==> config.mk <==
export PLATFORM = sky130hd
export DESIGN_NAME = keyed_record_table_flat
export DESIGN_NICKNAME = d
export VERILOG_FILES = /design/src/sv/krt_pkg.sv /design/src/sv/krt_req_if.sv /design/src/sv/krt_rsp_if.sv /design/src/sv/krt_ram.sv /design/src/sv/krt_ctrl.sv /design/src/sv/krt_dp.sv /design/src/sv/keyed_record_table.sv /design/src/flat_wrapper.sv
export SDC_FILE = /design/constraint.sdc
export NUM_CORES = 2
export LEC_CHECK = 0
export BUFFER_PORTS_ARGS = -buffer_cell sky130_fd_sc_hd__buf_2
export CAP_MARGIN = 25
export CORE_ASPECT_RATIO = 1.4
export CORE_MARGIN = 2
export CORE_UTILIZATION = 48
export CTS_CLUSTER_SIZE = 14
export DETAILED_ROUTE_END_ITERATION = 6
export SYNTH_ARGS = -nofsm -noshare
export SYNTH_HDL_FRONTEND = slang
export SYNTH_SLANG_ARGS = --single-unit
==> constraint.sdc <==
create_clock -name clk -period 8.59 [get_ports clk]
set_clock_uncertainty 0.1 [all_clocks]
set_input_delay 2.577 -clock clk [delete_from_list [all_inputs] [get_ports clk]]
set_output_delay 2.577 -clock clk [all_outputs]
set_load 0.02 [all_outputs]
==> src/sv/krt_pkg.sv <==
// ----------------------------------------------------------------------------
// krt_pkg
// Types and codes shared by the keyed record table: beat payloads, operation
// and status codes, controller states and the controller/datapath command
// and status bundles.
// ----------------------------------------------------------------------------
package krt_pkg;

	// fixed field widths
	localparam int unsigned KEY_W  = 8;
	localparam int unsigned BYTE_W = 8;
	localparam int unsigned USED_W = 5;

	// operation codes carried in the kind field
	typedef enum logic [1:0] {
		OP_ADD  = 2'd0,
		OP_DEL  = 2'd1,
		OP_READ = 2'd2,
		OP_LIST = 2'd3
	} op_t;

	// result status codes
	typedef enum logic [2:0] {
		ST_OK       = 3'd0,
		ST_FULL     = 3'd1,
		ST_DUP      = 3'd2,
		ST_SCORE    = 3'd3,
		ST_NOTFOUND = 3'd4
	} status_t;

	// request beat
	typedef struct packed {
		op_t               kind;
		logic [KEY_W-1:0]  key_id;
		logic [BYTE_W-1:0] year;
		logic [BYTE_W-1:0] subject_0;
		logic [BYTE_W-1:0] subject_1;
		logic [BYTE_W-1:0] subject_2;
		logic [BYTE_W-1:0] score_0;
		logic [BYTE_W-1:0] score_1;
		logic [BYTE_W-1:0] score_2;
	} req_t;

	// record body held in the payload memory
	typedef struct packed {
		logic [BYTE_W-1:0] year;
		logic [BYTE_W-1:0] subject_0;
		logic [BYTE_W-1:0] subject_1;
		logic [BYTE_W-1:0] subject_2;
		logic [BYTE_W-1:0] score_0;
		logic [BYTE_W-1:0] score_1;
		logic [BYTE_W-1:0] score_2;
	} rec_t;

	localparam int unsigned REC_W = $bits(rec_t);

	// response beat
	typedef struct packed {
		status_t           status;
		logic [BYTE_W-1:0] out_year;
		logic [BYTE_W-1:0] out_subject_0;
		logic [BYTE_W-1:0] out_subject_1;
		logic [BYTE_W-1:0] out_subject_2;
		logic [BYTE_W-1:0] out_score_0;
		logic [BYTE_W-1:0] out_score_1;
		logic [BYTE_W-1:0] out_score_2;
		logic [USED_W-1:0] used_count;
		logic              full_res;
		logic [KEY_W-1:0]  listed_id;
		logic              last;
	} rsp_t;

	// controller states
	typedef enum logic [1:0] {
		S_IDLE,
		S_EXEC,
		S_RDATA,
		S_LIST
	} state_t;

	// source of the record and listed id fields of a response
	typedef enum logic [1:0] {
		SEL_NONE,
		SEL_REC,
		SEL_LIST
	} res_sel_t;

	// controller to datapath
	typedef struct packed {
		logic     capture;
		logic     do_add;
		logic     do_del;
		logic     rd_issue;
		logic     list_step;
		logic     emit;
		res_sel_t sel;
		status_t  status;
		logic     last;
	} cmd_t;

	// datapath to controller
	typedef struct packed {
		op_t  kind;
		logic found;
		logic full;
		logic empty;
		logic score_bad;
		logic list_end;
		logic out_free;
	} stat_t;

endpackage

==> src/sv/krt_req_if.sv <==
// ----------------------------------------------------------------------------
// krt_req_if
// Request channel: valid/ready handshake carrying one operation per beat.
// ----------------------------------------------------------------------------
interface krt_req_if import krt_pkg::*; ();
	logic valid;
	logic ready;
	req_t data;

	modport source (output valid, output data, input ready);
	modport sink (input valid, input data, output ready);
endinterface

==> src/sv/krt_rsp_if.sv <==
// ----------------------------------------------------------------------------
// krt_rsp_if
// Response channel: valid/ready handshake carrying one result per beat.
// ----------------------------------------------------------------------------
interface krt_rsp_if import krt_pkg::*; ();
	logic valid;
	logic ready;
	rsp_t data;

	modport source (output valid, output data, input ready);
	modport sink (input valid, input data, output ready);
endinterface

==> src/sv/krt_ram.sv <==
// ----------------------------------------------------------------------------
// krt_ram
// Generic single write port, single read port RAM with registered read data.
// ----------------------------------------------------------------------------
module krt_ram #(
	parameter int unsigned WIDTH = 8,
	parameter int unsigned DEPTH = 16
) (
	input  logic                                          clk,
	input  logic                                          we,
	input  logic [((DEPTH > 1) ? $clog2(DEPTH) : 1)-1:0] waddr,
	input  logic [WIDTH-1:0]                              wdata,
	input  logic                                          re,
	input  logic [((DEPTH > 1) ? $clog2(DEPTH) : 1)-1:0] raddr,
	output logic [WIDTH-1:0]                              rdata
);

	logic [WIDTH-1:0] mem_q [DEPTH];
	logic [WIDTH-1:0] rdata_q;

	// write port
	always_ff @(posedge clk) begin
		if (we) begin
			mem_q[waddr] <= wdata;
		end
	end

	// registered read port
	always_ff @(posedge clk) begin
		if (re) begin
			rdata_q <= mem_q[raddr];
		end
	end

	assign rdata = rdata_q;

endmodule

==> src/sv/krt_ctrl.sv <==
// ----------------------------------------------------------------------------
// krt_ctrl
// Operation sequencer: takes one request at a time, decides the outcome
// from datapath status and steps a list through the stored ids.
// ----------------------------------------------------------------------------
module krt_ctrl import krt_pkg::*; (
	input  logic  clk,
	input  logic  arst_n,
	input  logic  req_valid,
	output logic  req_ready,
	input  stat_t stat,
	output cmd_t  cmd
);

	state_t state_q;
	state_t state_d;

	// state register
	always_ff @(posedge clk or negedge arst_n) begin
		if (!arst_n) begin
			state_q <= S_IDLE;
		end else begin
			state_q <= state_d;
		end
	end

	// next state and commands
	always_comb begin
		state_d       = state_q;
		req_ready     = 1'b0;
		cmd           = '0;
		cmd.sel       = SEL_NONE;
		cmd.status    = ST_OK;
		cmd.last      = 1'b1;
		unique case (state_q)
			S_IDLE: begin
				req_ready = 1'b1;
				if (req_valid) begin
					cmd.capture = 1'b1;
					state_d     = S_EXEC;
				end
			end
			S_EXEC: begin
				unique case (stat.kind)
					OP_ADD: begin
						if (stat.out_free) begin
							cmd.emit = 1'b1;
							priority if (stat.full) begin
								cmd.status = ST_FULL;
							end else if (stat.found) begin
								cmd.status = ST_DUP;
							end else if (stat.score_bad) begin
								cmd.status = ST_SCORE;
							end else begin
								cmd.status = ST_OK;
								cmd.do_add = 1'b1;
							end
							state_d = S_IDLE;
						end
					end
					OP_DEL: begin
						if (stat.out_free) begin
							cmd.emit   = 1'b1;
							cmd.do_del = stat.found;
							cmd.status = stat.found ? ST_OK : ST_NOTFOUND;
							state_d    = S_IDLE;
						end
					end
					OP_READ: begin
						if (stat.found) begin
							cmd.rd_issue = 1'b1;
							state_d      = S_RDATA;
						end else if (stat.out_free) begin
							cmd.emit   = 1'b1;
							cmd.status = ST_NOTFOUND;
							state_d    = S_IDLE;
						end
					end
					OP_LIST: begin
						if (!stat.empty) begin
							state_d = S_LIST;
						end else if (stat.out_free) begin
							cmd.emit = 1'b1;
							state_d  = S_IDLE;
						end
					end
					default: begin
						state_d = S_IDLE;
					end
				endcase
			end
			S_RDATA: begin
				if (stat.out_free) begin
					cmd.emit = 1'b1;
					cmd.sel  = SEL_REC;
					state_d  = S_IDLE;
				end
			end
			S_LIST: begin
				if (stat.out_free) begin
					cmd.emit      = 1'b1;
					cmd.sel       = SEL_LIST;
					cmd.last      = stat.list_end;
					cmd.list_step = 1'b1;
					if (stat.list_end) begin
						state_d = S_IDLE;
					end
				end
			end
			default: begin
				state_d = S_IDLE;
			end
		endcase
	end

endmodule

==> src/sv/krt_dp.sv <==
// ----------------------------------------------------------------------------
// krt_dp
// Table datapath: ordered key row with parallel compare, slot row mapping
// each position to a payload memory slot, record count, max score register
// and the response output register.
// ----------------------------------------------------------------------------
module krt_dp import krt_pkg::*; #(
	parameter int unsigned CAPACITY = 16
) (
	input  logic              clk,
	input  logic              arst_n,
	input  logic              cfg_we,
	input  logic [BYTE_W-1:0] cfg_wdata,
	input  req_t              req_data,
	input  cmd_t              cmd,
	output stat_t             stat,
	output logic              rsp_valid,
	input  logic              rsp_ready,
	output rsp_t              rsp_data
);

	localparam int unsigned IDX_W = (CAPACITY > 1) ? $clog2(CAPACITY) : 1;
	localparam int unsigned CNT_W = $clog2(CAPACITY + 1);

	req_t              op_q;
	logic [KEY_W-1:0]  key_q  [CAPACITY];
	logic [IDX_W-1:0]  slot_q [CAPACITY];
	logic [CNT_W-1:0]  cnt_q;
	logic [CNT_W-1:0]  cnt_d;
	logic [IDX_W-1:0]  idx_q;
	logic [BYTE_W-1:0] max_score_q;
	logic              out_valid_q;
	rsp_t              out_q;

	logic [CAPACITY-1:0] hit;
	logic [IDX_W-1:0]    hit_pos;
	logic [IDX_W-1:0]    hit_slot;
	logic [IDX_W-1:0]    add_slot;
	logic [KEY_W-1:0]    list_key;
	logic                out_free;
	rec_t                wr_rec;
	logic [REC_W-1:0]    rd_word;
	rec_t                rd_rec;
	rsp_t                res;

	// captured request
	always_ff @(posedge clk) begin
		if (cmd.capture) begin
			op_q <= req_data;
		end
	end

	// max score register
	always_ff @(posedge clk or negedge arst_n) begin
		if (!arst_n) begin
			max_score_q <= BYTE_W'(100);
		end else if (cfg_we) begin
			max_score_q <= cfg_wdata;
		end
	end

	// parallel key compare and one-hot selects over the rows
	always_comb begin
		hit      = '0;
		hit_pos  = '0;
		hit_slot = '0;
		add_slot = '0;
		list_key = '0;
		for (int i = 0; i < CAPACITY; i++) begin
			hit[i] = (CNT_W'(i) < cnt_q) && (key_q[i] == op_q.key_id);
			if (hit[i]) begin
				hit_pos  = hit_pos | IDX_W'(i);
				hit_slot = hit_slot | slot_q[i];
			end
			if (cnt_q == CNT_W'(i)) begin
				add_slot = add_slot | slot_q[i];
			end
			if (idx_q == IDX_W'(i)) begin
				list_key = list_key | key_q[i];
			end
		end
	end

	assign out_free = !out_valid_q || rsp_ready;

	// status toward the controller
	always_comb begin
		stat.kind      = op_q.kind;
		stat.found     = |hit;
		stat.full      = (cnt_q == CNT_W'(CAPACITY));
		stat.empty     = (cnt_q == '0);
		stat.score_bad = (op_q.score_0 > max_score_q) || (op_q.score_1 > max_score_q) ||
			(op_q.score_2 > max_score_q);
		stat.list_end  = ((CNT_W'(idx_q) + CNT_W'(1)) == cnt_q);
		stat.out_free  = out_free;
	end

	// record count after the operation
	always_comb begin
		priority if (cmd.do_add) begin
			cnt_d = cnt_q + CNT_W'(1);
		end else if (cmd.do_del) begin
			cnt_d = cnt_q - CNT_W'(1);
		end else begin
			cnt_d = cnt_q;
		end
	end

	always_ff @(posedge clk or negedge arst_n) begin
		if (!arst_n) begin
			cnt_q <= '0;
		end else begin
			cnt_q <= cnt_d;
		end
	end

	// list position
	always_ff @(posedge clk or negedge arst_n) begin
		if (!arst_n) begin
			idx_q <= '0;
		end else if (cmd.capture) begin
			idx_q <= '0;
		end else if (cmd.list_step && !stat.list_end) begin
			idx_q <= idx_q + IDX_W'(1);
		end
	end

	// key row: append at the tail, close the gap on delete
	always_ff @(posedge clk) begin
		if (cmd.do_add) begin
			for (int i = 0; i < CAPACITY; i++) begin
				if (cnt_q == CNT_W'(i)) begin
					key_q[i] <= op_q.key_id;
				end
			end
		end else if (cmd.do_del) begin
			for (int i = 0; i < CAPACITY - 1; i++) begin
				if (IDX_W'(i) >= hit_pos) begin
					key_q[i] <= key_q[i + 1];
				end
			end
		end
	end

	// slot row: a permutation of memory slots, free slots above the count
	always_ff @(posedge clk or negedge arst_n) begin
		if (!arst_n) begin
			for (int i = 0; i < CAPACITY; i++) begin
				slot_q[i] <= IDX_W'(i);
			end
		end else if (cmd.do_del) begin
			for (int i = 0; i < CAPACITY - 1; i++) begin
				if (IDX_W'(i) >= hit_pos) begin
					slot_q[i] <= slot_q[i + 1];
				end
			end
			slot_q[CAPACITY-1] <= hit_slot;
		end
	end

	// record body written on add
	always_comb begin
		wr_rec.year      = op_q.year;
		wr_rec.subject_0 = op_q.subject_0;
		wr_rec.subject_1 = op_q.subject_1;
		wr_rec.subject_2 = op_q.subject_2;
		wr_rec.score_0   = op_q.score_0;
		wr_rec.score_1   = op_q.score_1;
		wr_rec.score_2   = op_q.score_2;
	end

	krt_ram #(
		.WIDTH (REC_W),
		.DEPTH (CAPACITY)
	) u_rec_ram (
		.clk   (clk),
		.we    (cmd.do_add),
		.waddr (add_slot),
		.wdata (wr_rec),
		.re    (cmd.rd_issue),
		.raddr (hit_slot),
		.rdata (rd_word)
	);

	assign rd_rec = rec_t'(rd_word);

	// response assembly
	always_comb begin
		res            = '0;
		res.status     = cmd.status;
		res.used_count = USED_W'(cnt_d);
		res.full_res   = (cnt_d == CNT_W'(CAPACITY));
		res.last       = cmd.last;
		unique case (cmd.sel)
			SEL_REC: begin
				res.out_year      = rd_rec.year;
				res.out_subject_0 = rd_rec.subject_0;
				res.out_subject_1 = rd_rec.subject_1;
				res.out_subject_2 = rd_rec.subject_2;
				res.out_score_0   = rd_rec.score_0;
				res.out_score_1   = rd_rec.score_1;
				res.out_score_2   = rd_rec.score_2;
			end
			SEL_LIST: begin
				res.listed_id = list_key;
			end
			SEL_NONE: begin
				res.listed_id = '0;
			end
			default: begin
				res.listed_id = '0;
			end
		endcase
	end

	// output register
	always_ff @(posedge clk or negedge arst_n) begin
		if (!arst_n) begin
			out_valid_q <= 1'b0;
		end else if (cmd.emit) begin
			out_valid_q <= 1'b1;
		end else if (rsp_ready) begin
			out_valid_q <= 1'b0;
		end
	end

	always_ff @(posedge clk) begin
		if (cmd.emit) begin
			out_q <= res;
		end
	end

	assign rsp_valid = out_valid_q;
	assign rsp_data  = out_q;

endmodule

==> src/sv/keyed_record_table.sv <==
// ----------------------------------------------------------------------------
// keyed_record_table
// Ordered table of up to CAPACITY records keyed by an 8-bit id, with add,
// delete, read and list operations.
// ----------------------------------------------------------------------------
// usage
// - req carries one operation per beat; rsp returns results, one beat for
//   add, delete and read, one beat per stored id for list (at least one),
//   with last set on the final beat of each operation
// - cfg_we/cfg_wdata set the largest score an add accepts; write only while
//   no operation is in flight
// - one operation at a time: req.ready is high only while the sequencer is
//   idle, which it is again the cycle after the final result is registered
// - add, delete and a read miss are decided by a single parallel compare against
//   all keys at once; a read hit adds a registered payload memory read; a list
//   steps through the stored ids, one id per cycle while the receiver keeps up,
//   and on an empty table gives its single result beat from the compare state
// - results sit in an output register; while rsp.ready is low the sequencer
//   holds, and the next request is taken while the last result still waits
// - reset empties the table and sets the score limit to 100; no clearing
//   pass over the payload memory is needed
// ----------------------------------------------------------------------------
module keyed_record_table import krt_pkg::*; #(
	parameter int unsigned CAPACITY = 16
) (
	input  logic              clk,
	input  logic              arst_n,
	input  logic              cfg_we,
	input  logic [BYTE_W-1:0] cfg_wdata,
	krt_req_if.sink           req,
	krt_rsp_if.source         rsp
);

	cmd_t  cmd;
	stat_t stat;

	krt_ctrl u_ctrl (
		.clk       (clk),
		.arst_n    (arst_n),
		.req_valid (req.valid),
		.req_ready (req.ready),
		.stat      (stat),
		.cmd       (cmd)
	);

	krt_dp #(
		.CAPACITY (CAPACITY)
	) u_dp (
		.clk       (clk),
		.arst_n    (arst_n),
		.cfg_we    (cfg_we),
		.cfg_wdata (cfg_wdata),
		.req_data  (req.data),
		.cmd       (cmd),
		.stat      (stat),
		.rsp_valid (rsp.valid),
		.rsp_ready (rsp.ready),
		.rsp_data  (rsp.data)
	);

	// one operation in flight: no request taken right after another
	a_single_op: assert property (@(posedge clk) disable iff (!arst_n)
		req.valid && req.ready |=> !req.ready)
		else $error("request accepted while an operation is in flight");

	// any failure status ends its operation
	a_err_last: assert property (@(posedge clk) disable iff (!arst_n)
		rsp.valid && (rsp.data.status != ST_OK) |-> rsp.data.last)
		else $error("error status on a non-final beat");

	// a full result reports the capacity as count
	a_full_cnt: assert property (@(posedge clk) disable iff (!arst_n)
		rsp.valid && rsp.data.full_res |-> rsp.data.used_count == USED_W'(CAPACITY))
		else $error("full flag disagrees with used count");

	// a full rejection only comes from a full table
	a_full_st: assert property (@(posedge clk) disable iff (!arst_n)
		rsp.valid && (rsp.data.status == ST_FULL) |-> rsp.data.full_res)
		else $error("full status without full flag");

endmodule
==> src/flat_wrapper.sv <==
// flat-port wrapper written by rule: the top's interface ports become plain ports
module keyed_record_table_flat import krt_pkg::*;
#(
	parameter int unsigned CAPACITY = 16
)
  (clk, arst_n, cfg_we, cfg_wdata, req_valid, req_data, req_ready, rsp_valid, rsp_data, rsp_ready);
  krt_req_if req_i ();
  krt_rsp_if rsp_i ();
  input  logic clk;
  input  logic arst_n;
  input  logic cfg_we;
  input  logic [BYTE_W-1:0] cfg_wdata;
  input wire logic [$bits(req_i.valid)-1:0] req_valid;
  input wire logic [$bits(req_i.data)-1:0] req_data;
  output wire logic [$bits(req_i.ready)-1:0] req_ready;
  output wire logic [$bits(rsp_i.valid)-1:0] rsp_valid;
  output wire logic [$bits(rsp_i.data)-1:0] rsp_data;
  input wire logic [$bits(rsp_i.ready)-1:0] rsp_ready;
  assign req_i.valid = req_valid;
  assign req_i.data = req_data;
  assign req_ready = req_i.ready;
  assign rsp_valid = rsp_i.valid;
  assign rsp_data = rsp_i.data;
  assign rsp_i.ready = rsp_ready;
  keyed_record_table #(.CAPACITY(CAPACITY)) u_core (.clk(clk), .arst_n(arst_n), .cfg_we(cfg_we), .cfg_wdata(cfg_wdata), .req(req_i), .rsp(rsp_i));
endmodule
==> impl_metrics.toml <==
[power]
max-vdd-ir-drop_mv = 0.211
switching_share_pct = 25.9
power_frac_clock_pct = 37.5
intPower_uw = 11100
combPwrFrac_pct = 10.0
powerDensity_nw_per_um2 = 240
seqPwrFrac_pct = 52.6
p_switching_uw = 3890
total_power_uw = 15000
p_leak_uw = 0.0205

[floorplan]
die_area_um2 = 119000
die_y_um = 407
start_util_pct = 48.5
ioPinCount = 155
die_w_um = 292
row_count = 147
core_area_um2 = 115000

[placed_design]
gp_congestion = 0.949
hpwl_um = 98400
io_buffers = 154
dp_slack_ns = 1.95

[critical_path]
r2r_cells = 13
cp.required_ns = 9.02
cp_num_buf_inv = 3
critical_path_class = "flop to flop"
worst-path-stages = 13
worst_setup_path_end_kind = "flop"
cp_slowest_stage_delay_ns = 0.77
crit_family = "simple AND/OR/NAND/NOR gates"
critPathMaxFanout = 57
reg2reg_slack_ns = 1.95
start_kind = "flop"
critPathArrivalTime_ns = 7.08
cpMaxStageDelayCell = "or3_4"
cp_cell_sequence = "inv_1, ha_1, nor4b_2, nor4_1, and3_1, or4_4, or4_4, or3_1, buf_4, nor3_2, or3_4, buf_4, mux2_1"

[global_route]
grt_first_pass_wirelength_um = 239000
grt_start_max_net_pins = 169
grt_pass1_vias = 34500
gr-total-overflow = 0
groute.usage.overall_pct = 27.5
antenna_found_initial = 3

[cells_and_area]
n_fill_cell = 9447
diodes = 0
drive_gt1_share_pct = 15.8
layout_commonest_cell = "edfxtp_1"
nNetsFinal = 3995
layout_common_cells = "edfxtp_1, nand3_1, mux2i_1"
syn_to_final_growth_pct = 12.4

[logic_synthesis]
synth_area_um2 = 55600
ys_types = 77
synth_edf_count = 1220
ys.flop_type = "edfxtp_1"
ys_warn_count = 0
yosysSeqAreaShare_pct = 69.7
yosys_register_bits = 1304
post_synth.cell_area_avg_um2 = 14.7
synthArstFlopShare_pct = 6.44
synth_cells = 3778
synth_nets = 3890

[clock_tree]
tritoncts = "done"
hold_buffers = 0
ctsResizeCount = 0
ctsHtreeMaxLevel = 4
clock_sinks = 1304
cts_buffers = 132
clk_path_buf_depth = 3
cts_setup_buffers = 0
insertion_delay_ns = 0.79
path_clk_slew_ns = 0.06
cts-root-buf = "clkbuf_16"

[detailed_routing]
routed_wl_um = 163000
drcViolationCount = 0
vias = 34300
routedWlPerCell_um = 29.9
drtIter0Drc = 3185
ant_nets = 0
drt_pre_antenna_iters = 6
via_per_inst = 6.27

[timing]
fin_setup_tns_ns = 0
max_freq_ghz = 0.151
final.min_clock_period_ns = 6.64
post-route-period-util_pct = 77.3
hold_viol_final = 0
drv_slew = 0
relSlewSlack_pct = 29.5
worst_slew_pin_slew_ns = 1.06
finalSetupViolCount = 0
rsz0062_at_grt = "false"
fin_ws_ns = 1.95

[worst_hold_path]
whs_path_depth = 1
hold_path_class = "flop to flop"

[job]
drv_cap = 0

[run_status]
status = "completed"
## state kept, by name (all words and copies together), names as in the netlist
register / flops
u_core.u_dp.u_rec_ram.mem_q: 896
u_core.u_dp.key_q: 128
u_core.u_dp.rsp_data: 74
u_core.u_dp.op_q: 64
u_core.u_dp.slot_q: 64
u_core.u_dp.u_rec_ram.rdata: 56
u_core.u_dp.max_score_q: 8
u_core.u_dp.cnt_q: 5
u_core.u_dp.idx_q: 4
u_core.u_ctrl.state_q: 2
u_core.u_dp.stat: 2
u_core.u_dp.rsp_valid: 1
## synthesized netlist by cell type (70+ instances only)
cell type,instances,area share [%]
nor2_1,109,0.74
edfxtp_1,1220,66
mux2i_1,285,5.1
xor2_1,70,1.1
nand3_1,368,3.3
xnor2_1,71,1.1
o22ai_1,119,1.3
a2111oi_0,116,1.8
nand2_1,77,0.52
clkbuf_1,211,1.4
o21ai_0,255,2.3
mux2_2,85,1.7
## through the flow
stage	hold WS [ns]	cell area [um2]	util, %	cells
3_5_place_dp	0.401	58200	50.7	5235
5_1_grt	0.437	62500	54.5	5473
2_1_floorplan	0.371	55600	-	3778
6_report	0.413	62500	54.5	5473
4_1_cts	0.411	62400	54.4	5469
3_3_place_gp	0.399	58100	50.6	5226
## routing by layer
layer | part of all wire [%] | GRT usage [%] | up-vias
li1 | - | - | 15100
met1 | 38 | 32.6 | 17600
met2 | 51 | 47.9 | 1255
met3 | 5.5 | 4.44 | 388
met4 | 5.7 | 15.4 | 4
met5 | 0.014 | 0 | -
## worst paths after layout
kind | startpoint | to
worst max-delay path | u_core.u_dp.cnt_q[1] | u_core.u_dp.key_q[0][50]
worst min-delay path | u_core.u_dp.u_rec_ram.rdata[15] | u_core.u_dp.rsp_data[30]
worst max register to register | u_core.u_dp.cnt_q[1] | u_core.u_dp.key_q[0][50]
worst min register to register | u_core.u_dp.u_rec_ram.rdata[15] | u_core.u_dp.rsp_data[30]
max in group asynchronous | arst_n | u_core.u_dp.slot_q[20]
min in group asynchronous | arst_n | u_core.u_dp.slot_q[57]
## power by group through the flow
| stage | Sequential (uW) | Combinational (uW) | Clock (uW) |
|---|---|---|---|
| after floorplan | 8030 | 770 | 0 |
| after global placement | 8010 | 1490 | 0 |
| after detailed placement | 8020 | 1500 | 0 |
| after CTS | 7890 | 1500 | 5730 |
| after global routing | 7930 | 1600 | 5950 |
| final | 7890 | 1500 | 5630 |
## cell families after synthesis
group	after synthesis	synth area share (%)
flip-flops	1304	69.7
AND/OR/NAND/NOR	833	7.84
multiplexers	431	8.15
adder cells (fa/ha/maj)	33	0.742
XOR/XNOR	141	2.22
AO/OA/AOI/OAI	714	8.72
buffers and inverters	322	2.61
## area by class of cell
type / count / area, um2 / area share, %
Timing Repair Buffer: 267 / 1910 / 3.05
Clock inverter: 74 / 714 / 1.14
Sequential cell: 1304 / 38800 / 62.0
Multi-Input combinational cell: 2152 / 15600 / 25.0
Tap cell: 1490 / 1860 / 2.98
Inverter: 26 / 97.6 / 0.156
Clock buffer: 160 / 3490 / 5.59
Power figures use the tool's default switching activity.
